===== src/design/cwrt_pkg.sv =====
// Shared types and constants for the code write region tracker.
`timescale 1ns / 1ps

package cwrt_pkg;

    localparam int MAX_REGIONS_DEF = 16;

    localparam logic [31:0] WIN_ITCM_END = 32'h0000_8000;
    localparam logic [31:0] WIN_DTCM_LO  = 32'h027E_0000;
    localparam logic [31:0] WIN_DTCM_HI  = 32'h027E_4000;
    localparam logic [31:0] WIN_MAIN_LO  = 32'h0200_0000;
    localparam logic [31:0] WIN_MAIN_HI  = 32'h0240_0000;
    localparam logic [15:0] SLACK_RESET  = 16'h1000;

    typedef enum logic [1:0] {
        ACT_IGNORED = 2'd0,
        ACT_MERGED  = 2'd1,
        ACT_NEW     = 2'd2,
        ACT_FULL    = 2'd3
    } action_t;

    typedef struct packed {
        logic [31:0] origin;
        logic [31:0] hits;
        logic [31:0] len;
        logic [31:0] base;
    } region_t;

    // Compare result for one stored region
    typedef struct packed {
        logic hit;       // write joins this region
        logic start_in;  // write starts in or near the region (else region follows write)
    } match_t;

endpackage


===== src/design/cwrt_region_mem.sv =====
// Region table storage: one write port, one registered read port.
`timescale 1ns / 1ps

module cwrt_region_mem
    import cwrt_pkg::*;
#(
    parameter int DEPTH  = MAX_REGIONS_DEF,
    parameter int ADDR_W = 4
)
(
    input  logic              clk,
    input  logic              we,
    input  logic [ADDR_W-1:0] waddr,
    input  region_t           wdata,
    input  logic [ADDR_W-1:0] raddr,
    output region_t           rdata
);

    region_t mem [DEPTH];

    always_ff @(posedge clk)
    begin
        if (we)
        begin
            mem[waddr] <= wdata;
        end
        rdata <= mem[raddr];
    end

endmodule


===== src/design/cwrt_match_unit.sv =====
// Shared compare unit: tests one stored region against the current write.
`timescale 1ns / 1ps

module cwrt_match_unit
    import cwrt_pkg::*;
(
    input  region_t     entry,
    input  logic [31:0] wr_addr,
    input  logic [31:0] wr_endk,   // addr + len + slack, wrapped
    input  logic [15:0] slack,
    output match_t      result
);

    logic [31:0] near_end;
    logic        in_hit;
    logic        front_hit;

    always_comb
    begin
        near_end  = entry.base + entry.len + {16'd0, slack};
        in_hit    = (wr_addr >= entry.base) && (wr_addr < near_end);
        front_hit = (entry.base >= wr_addr) && (entry.base < wr_endk);
        result.hit      = in_hit || front_hit;
        result.start_in = in_hit;
    end

endmodule


===== src/design/code_write_region_tracker.sv =====
// Top level: request sequencer, region scan and result register.
//
// Usage:
//   s_axis carries one memory write request (address, length, source tag).
//   m_axis returns exactly one result per request: action, touched slot,
//   the slot's region after update and the generation count.
//   cfg_* writes merge_slack; it is always ready and should be written only
//   while no request is in flight.
//   A request passes through a filter step, one compare per stored region
//   (up to MAX_REGIONS, stopping at the first match), an update step and
//   the load of the result register; a write outside the windows skips
//   the scan and the update. The scan goes one entry per cycle through the
//   shared compare unit. s_axis_tready is high only while the sequencer is
//   idle, so a new request is not taken until the last one's result has
//   been loaded into the output register.
//   A finished result sits in the output register; the next request is taken
//   while it waits, but that request's result holds in the sequencer until
//   the receiver takes the previous one.
//   Reset empties the table, clears the generation count and sets
//   merge_slack to 4096. The region memory itself is not cleared.
`timescale 1ns / 1ps

module code_write_region_tracker
    import cwrt_pkg::*;
#(
    parameter int MAX_REGIONS = MAX_REGIONS_DEF
)
(
    input  logic         clk,
    input  logic         rst_n,

    input  logic         cfg_valid,
    output logic         cfg_ready,
    input  logic [15:0]  cfg_data,       // merge_slack

    input  logic         s_axis_tvalid,
    output logic         s_axis_tready,
    input  logic [95:0]  s_axis_tdata,   // write_addr, write_len, source_tag

    output logic         m_axis_tvalid,
    input  logic         m_axis_tready,
    output logic [167:0] m_axis_tdata    // action, slot_index, region_base,
                                         // region_len, region_hits,
                                         // region_origin, current_generation, pad
);

    localparam int SLOT_W = (MAX_REGIONS > 1) ? $clog2(MAX_REGIONS) : 1;
    localparam int CNT_W  = $clog2(MAX_REGIONS + 1);

    typedef enum logic [2:0] {
        ST_IDLE,
        ST_FILTER,
        ST_SCAN,
        ST_UPDATE,
        ST_DONE
    } state_t;

    state_t              state_reg;
    logic [15:0]         slack_reg;
    logic [CNT_W-1:0]    used_reg;
    logic [31:0]         gen_reg;
    logic [31:0]         gen_next;
    logic [SLOT_W-1:0]   scan_idx_reg;

    logic [31:0]         addr_reg;
    logic [31:0]         len_reg;
    logic [31:0]         tag_reg;
    logic [31:0]         wr_end_reg;
    logic [31:0]         wr_endk_reg;

    logic                hit_reg;
    logic                start_in_reg;
    region_t             hold_reg;

    action_t             res_action_reg;
    logic [3:0]          res_slot_reg;
    region_t             res_entry_reg;

    logic                out_valid_reg;
    logic [167:0]        out_data_reg;

    region_t             rd_data;
    logic [SLOT_W-1:0]   rd_addr;
    logic                mem_we;
    logic [SLOT_W-1:0]   mem_waddr;
    region_t             mem_wdata;
    match_t              match;

    logic                in_window;
    logic                last_scan;
    logic                table_full;
    logic                out_load;
    logic [31:0]         merged_end;
    logic [31:0]         hold_end;
    logic [SLOT_W-1:0]   used_slot;
    logic [SLOT_W+3:0]   slot_wide;

    assign cfg_ready     = 1'b1;
    assign s_axis_tready = (state_reg == ST_IDLE);
    assign m_axis_tvalid = out_valid_reg;
    assign m_axis_tdata  = out_data_reg;

    cwrt_region_mem #(
        .DEPTH  (MAX_REGIONS),
        .ADDR_W (SLOT_W)
    ) u_mem (
        .clk   (clk),
        .we    (mem_we),
        .waddr (mem_waddr),
        .wdata (mem_wdata),
        .raddr (rd_addr),
        .rdata (rd_data)
    );

    cwrt_match_unit u_match (
        .entry   (rd_data),
        .wr_addr (addr_reg),
        .wr_endk (wr_endk_reg),
        .slack   (slack_reg),
        .result  (match)
    );

    always_comb
    begin
        in_window = (addr_reg < WIN_ITCM_END)
                 || ((addr_reg >= WIN_DTCM_LO) && (addr_reg < WIN_DTCM_HI))
                 || ((addr_reg >= WIN_MAIN_LO) && (addr_reg < WIN_MAIN_HI));

        gen_next = gen_reg + 32'd1;
        if (gen_next == 32'd0)
        begin
            gen_next = 32'd1;
        end

        last_scan  = ((CNT_W'(scan_idx_reg) + CNT_W'(1)) == used_reg);
        table_full = (used_reg >= CNT_W'(MAX_REGIONS));
        used_slot  = used_reg[SLOT_W-1:0];
        out_load   = (state_reg == ST_DONE) && (!out_valid_reg || m_axis_tready);

        // Read next entry while the current one is compared
        rd_addr = '0;
        if (state_reg == ST_SCAN)
        begin
            rd_addr = scan_idx_reg + SLOT_W'(1);
        end

        hold_end   = hold_reg.base + hold_reg.len;
        merged_end = (hold_end > wr_end_reg) ? hold_end : wr_end_reg;

        mem_wdata = hold_reg;
        if (hit_reg)
        begin
            mem_waddr      = scan_idx_reg;
            mem_wdata.hits = hold_reg.hits + 32'd1;
            if (start_in_reg)
            begin
                mem_wdata.len = merged_end - hold_reg.base;
            end
            else
            begin
                mem_wdata.base = addr_reg;
                mem_wdata.len  = merged_end - addr_reg;
            end
        end
        else
        begin
            mem_waddr        = used_slot;
            mem_wdata.base   = addr_reg;
            mem_wdata.len    = len_reg;
            mem_wdata.hits   = 32'd1;
            mem_wdata.origin = tag_reg;
        end
        mem_we = (state_reg == ST_UPDATE) && (hit_reg || !table_full);

        slot_wide = {4'd0, mem_waddr};
    end

    always_ff @(posedge clk or negedge rst_n)
    begin
        if (!rst_n)
        begin
            state_reg      <= ST_IDLE;
            slack_reg      <= SLACK_RESET;
            used_reg       <= '0;
            gen_reg        <= '0;
            scan_idx_reg   <= '0;
            addr_reg       <= '0;
            len_reg        <= '0;
            tag_reg        <= '0;
            wr_end_reg     <= '0;
            wr_endk_reg    <= '0;
            hit_reg        <= 1'b0;
            start_in_reg   <= 1'b0;
            hold_reg       <= '0;
            res_action_reg <= ACT_IGNORED;
            res_slot_reg   <= '0;
            res_entry_reg  <= '0;
            out_valid_reg  <= 1'b0;
            out_data_reg   <= '0;
        end
        else
        begin
            if (cfg_valid && cfg_ready)
            begin
                slack_reg <= cfg_data;
            end

            if (out_load)
            begin
                out_valid_reg <= 1'b1;
            end
            else if (out_valid_reg && m_axis_tready)
            begin
                out_valid_reg <= 1'b0;
            end

            unique case (state_reg)
                ST_IDLE:
                begin
                    if (s_axis_tvalid)
                    begin
                        addr_reg   <= s_axis_tdata[31:0];
                        len_reg    <= s_axis_tdata[63:32];
                        tag_reg    <= s_axis_tdata[95:64];
                        wr_end_reg <= s_axis_tdata[31:0] + s_axis_tdata[63:32];
                        state_reg  <= ST_FILTER;
                    end
                end

                ST_FILTER:
                begin
                    scan_idx_reg <= '0;
                    hit_reg      <= 1'b0;
                    wr_endk_reg  <= wr_end_reg + {16'd0, slack_reg};
                    if (!in_window)
                    begin
                        res_action_reg <= ACT_IGNORED;
                        res_slot_reg   <= '0;
                        res_entry_reg  <= '0;
                        state_reg      <= ST_DONE;
                    end
                    else
                    begin
                        gen_reg <= gen_next;
                        if (used_reg == '0)
                        begin
                            state_reg <= ST_UPDATE;
                        end
                        else
                        begin
                            state_reg <= ST_SCAN;
                        end
                    end
                end

                ST_SCAN:
                begin
                    if (match.hit)
                    begin
                        hit_reg      <= 1'b1;
                        start_in_reg <= match.start_in;
                        hold_reg     <= rd_data;
                        state_reg    <= ST_UPDATE;
                    end
                    else if (last_scan)
                    begin
                        state_reg <= ST_UPDATE;
                    end
                    else
                    begin
                        scan_idx_reg <= scan_idx_reg + SLOT_W'(1);
                    end
                end

                ST_UPDATE:
                begin
                    if (hit_reg)
                    begin
                        res_action_reg <= ACT_MERGED;
                        res_slot_reg   <= slot_wide[3:0];
                        res_entry_reg  <= mem_wdata;
                    end
                    else if (table_full)
                    begin
                        res_action_reg <= ACT_FULL;
                        res_slot_reg   <= '0;
                        res_entry_reg  <= '0;
                    end
                    else
                    begin
                        res_action_reg <= ACT_NEW;
                        res_slot_reg   <= slot_wide[3:0];
                        res_entry_reg  <= mem_wdata;
                        used_reg       <= used_reg + CNT_W'(1);
                    end
                    state_reg <= ST_DONE;
                end

                ST_DONE:
                begin
                    // Wait for the output register to free up
                    if (out_load)
                    begin
                        out_data_reg  <= {2'b00, gen_reg, res_entry_reg.origin,
                                          res_entry_reg.hits, res_entry_reg.len,
                                          res_entry_reg.base, res_slot_reg,
                                          res_action_reg};
                        state_reg     <= ST_IDLE;
                    end
                end

                default:
                begin
                    state_reg <= ST_IDLE;
                end
            endcase
        end
    end

endmodule


===== config.mk =====
export PLATFORM = sky130hd
export DESIGN_NAME = code_write_region_tracker
export DESIGN_NICKNAME = d
export VERILOG_FILES = /design/src/design/cwrt_pkg.sv /design/src/design/cwrt_region_mem.sv /design/src/design/cwrt_match_unit.sv /design/src/design/code_write_region_tracker.sv
export SDC_FILE = /design/constraint.sdc
export NUM_CORES = 2
export LEC_CHECK = 0
export BUFFER_PORTS_ARGS = -buffer_cell sky130_fd_sc_hd__buf_2
export CAP_MARGIN = 0
export CELL_PAD_IN_SITES_DETAIL_PLACEMENT = 0
export CELL_PAD_IN_SITES_GLOBAL_PLACEMENT = 1
export CORE_ASPECT_RATIO = 1.25
export CORE_MARGIN = 4
export CORE_UTILIZATION = 28
export DETAILED_ROUTE_END_ITERATION = 7
export PLACE_DENSITY_LB_ADDON = 0.1
export SYNTH_ARGS = -nofsm -noshare
export SYNTH_HDL_FRONTEND = slang
export SYNTH_HIERARCHICAL = 1
export SYNTH_SLANG_ARGS = --single-unit

===== constraint.sdc =====
create_clock -name clk -period 15.5 [get_ports clk]
set_input_delay 1.55 -clock clk [delete_from_list [all_inputs] [get_ports clk]]
set_output_delay 1.55 -clock clk [all_outputs]
set_load 0.05 [all_outputs]

==> impl_metrics.csv <==
group,metric,value,unit
clock_tree,cts_num_sinks,2827,
clock_tree,cts_tree,"done",
hold_path,worst_hold_path_type,"flop to flop",
detailed_routing,post_drt_wl_per_cell,30.2,µm
power_and_ir_drop,share_seq_of_total_power,0.417,
finish,finish.net_count,7953,
finish,registers.top_by_ff_count,"u_mem/mem",
detailed_routing,drt_wl_total,402000,µm
clock_tree,clock_tree.htree_level_count,5,
synth,post_synth_main_area_contributors,"edfxtp_1 52%, dfrtp_1 14%, mux4_2 9.1%",
synth,ys_seq_area_frac,0.685,
hold_path,hold_start,"u_mem/rdata[83]",
sta,grt_setup_unrepaired,"false",
critical_path,critPathRequiredTime,16.06,ns
synth,synth-main-ff-cell,"edfxtp_1",
finish,final.fill_count,40500,
power_and_ir_drop,clock_power_share,0.327,
clock_tree,cts-buffers-inserted,324,
power_and_ir_drop,post-layout-total-power,23800,µW
power_and_ir_drop,internal_power,15800,µW
sta,layout_min_cycle_time,9.70,ns
run_status,run_status,"finished, final reports clean",
critical_path,worst_path_max_delay_cell,"a21oi_1",
global_routing,largest_net_degree_at_the_start_of_global_routing,94,
clock_tree,insertion_delay,0.95,ns
floorplanning,fp.dieW,587,µm
critical_path,data_arrival_time_of_the_worst_path,10.26,ns
place,port_buffers,284,
clock_tree,cts.repair_timing.setup_buffer_count,0,
synth,area_fraction_of_the_dominant_cell_type_after_synthesis,0.524,
detailed_routing,drcViolationCount,0,
synth,netlist-cell-type-count,103,
finish,drive_above_1_share,0.249,
clock_tree,cts_resized,0,
detailed_routing,vias_per_cell,4.97,
sta,fin_ws,5.80,ns
floorplanning,fp.dieH,732,µm
global_routing,grt_antenna_before_repair,28,
critical_path,setup.worst_path.class,"flop to flop",
critical_path,end_kind,"flop",
critical_path,reg2regPathDepth,32,
finish,most_frequent_cells_in_the_layout,"2048 x edfxtp_1, 648 x dfrtp_1, 609 x nand2_1",
clock_tree,cts.clk_slew.worst_paths,0.06,ns
critical_path,worst-path-max-fanout,23,
power_and_ir_drop,switchingPower,7970,µW
power_and_ir_drop,comb_power_share,0.256,
place,detailed_place_hpwl,244000,µm
detailed_routing,vias,66100,
place,gp_congestion,0.858,
sta,timing.final.crit_share,0.626,
finish,growth_of_design_area_from_synthesis_to_finish,16.6,%
synth,syn-instance-count,7080,
finish,layout_commonest_cell,"edfxtp_1",
synth,synth.cell_area,117000,µm²
place,placement.setup.worst_slack,5.73,ns
sta,setup_tns,0,ns
sta,worst_pin_slew,1.30,ns
sta,timing_hold_violations_final,0,
clock_tree,clock_path_buffers,4,
sta,achievable-frequency,103,MHz
sta,timing.slew.headroom,0.136,
power_and_ir_drop,switching_share,0.336,
synth,synth_warnings,6,
synth,synth-async-reset-ratio,0.230,
floorplanning,initial_core_util,0.281,
run,max_cap_violations,0,
detailed_routing,ant_nets,0,
power_and_ir_drop,cellPowerDensity,174,nW/µm²
floorplanning,core.rowCount,265,
floorplanning,core-area,417000,µm²
sta,final.setup_skew,0.0511,ns
power_and_ir_drop,p_leak,0.0505,µW
finish,largest_register_ffs,2048,
critical_path,peak_per_stage_delay_on_the_critical_path,0.88,ns
critical_path,crit_reg_reg_endpoint,"u_mem/mem[12][63]",
power_and_ir_drop,vdd_ir_drop_max,0.0000874,V
global_routing,grt_first_pass_wirelength,564000,µm
synth,post_syn_area_per_cell,16.6,µm²
clock_tree,clockRootBuffer,"clkbuf_16",
critical_path,worst-r2r-setup-slack,5.80,ns
synth,post-synth-top-area-cell,"edfxtp_1",
detailed_routing,first_iter_violations,4524,
global_routing,overall_global_routing_usage,0.183,
hold_path,min_to,"hold_reg[83]",
clock_tree,ctsHoldBuffers,0,
floorplanning,floorplan.die_area,430000,µm²
sta,fin_hold_ws,0.439,ns
global_routing,first_global_vias,70000,
synth,number_of_flops_mapped_to_enable_cells_by_yosys,2048,
detailed_routing,drt_pass_1_iters,7,
floorplanning,ios,288,
sta,finalSetupViolations,0,
critical_path,cp-start-kind,"flop",
global_routing,globalRoute.totalOverflow,0,
synth,synth_seq_cells,2827,
sta,final-max-slew-violation-count,0,
hold_path,whs_path_depth,2,
critical_path,worst_r2r_startpoint,"hold_reg[0]",
[cells in the mapped netlist (72+ instances only)]
| cell | number |
|---|---|
| nor2_1 | 197 |
| a22o_1 | 126 |
| a21oi_1 | 228 |
| ha_1 | 286 |
| mux2i_1 | 121 |
| xor2_1 | 72 |
| a22oi_1 | 221 |
| dfxtp_1 | 128 |
| mux2_2 | 390 |
| dfrtp_1 | 650 |
| nand2_1 | 611 |
| edfxtp_1 | 2048 |
| o21ai_0 | 156 |
| a21o_1 | 96 |
| xnor2_1 | 121 |
| inv_1 | 161 |
| mux4_2 | 476 |
| clkbuf_1 | 210 |
| nand3_1 | 84 |
[layout make-up]
class                           instances  area [µm²]  area share
Antenna cell                           20        50.0    0.000366
Clock buffer                          433        8900      0.0651
Clock inverter                        170        1820      0.0133
Inverter                              163         618     0.00452
Multi-Input combinational cell       3754       35200       0.257
Sequential cell                      2827       80400       0.587
Tap cell                             5473        6850      0.0501
Timing Repair Buffer                  459        3000      0.0219
[stage by stage]
stage,util,instance area (µm²),cells
after global routing,0.328,137000,13300
after floorplan,-,117000,7081
final,0.328,137000,13300
after global placement,0.302,126000,12700
after CTS,0.328,137000,13300
after detailed placement,0.302,126000,12700
[per-layer routing]
layer  global-route usage  share of wire
met1                0.259           0.47
met5                    0              0
met2                0.304           0.48
met4               0.0362          0.020
met3               0.0215          0.036
[power by group through the flow]
stage	combinational (µW)	sequential (µW)	clock (µW)
after floorplan	3610	9890	0
after global routing	6680	9940	8360
final	6080	9900	7780
after CTS	6230	9900	8050
after detailed placement	6200	10000	0
after global placement	6170	10000	0
[worst max-delay path: cells and delay by family (launching register included)]
kind	cells	cell delay, ns
buf+inv	3	0.72
simple gates	5	0.77
mux	1	0.38
xor+xnor	2	0.29
fa+ha+maj	4	1.14
compound gates	17	5.57
flops	1	0.39
[worst max path at each step]
stage | start | to | cells past startpoint
after CTS | hold_reg[0] | u_mem/mem[5][63] | 32
after floorplan | state_reg[2] | u_mem/mem[0][0] | 8
final | hold_reg[0] | u_mem/mem[12][63] | 32
after global placement | hold_reg[0] | u_mem/mem[13][63] | 32
after detailed placement | hold_reg[0] | u_mem/mem[13][63] | 32
after global routing | hold_reg[0] | u_mem/mem[1][63] | 32
[cells by family (layout without fill, tap and decap cells)]
family / count (synthesis) / in the layout / synth area share
fa+ha+maj: 307 / 307 / 0.0341
simple gates: 1169 / 1169 / 0.0446
flops: 2827 / 2827 / 0.685
compound gates: 1095 / 1095 / 0.0646
mux: 987 / 987 / 0.139
other cells: 2 / 23 / 0.0000640
buf+inv: 500 / 1225 / 0.0185
xor+xnor: 193 / 193 / 0.0144
No activity file was read; power rests on OpenSTA's default activity.
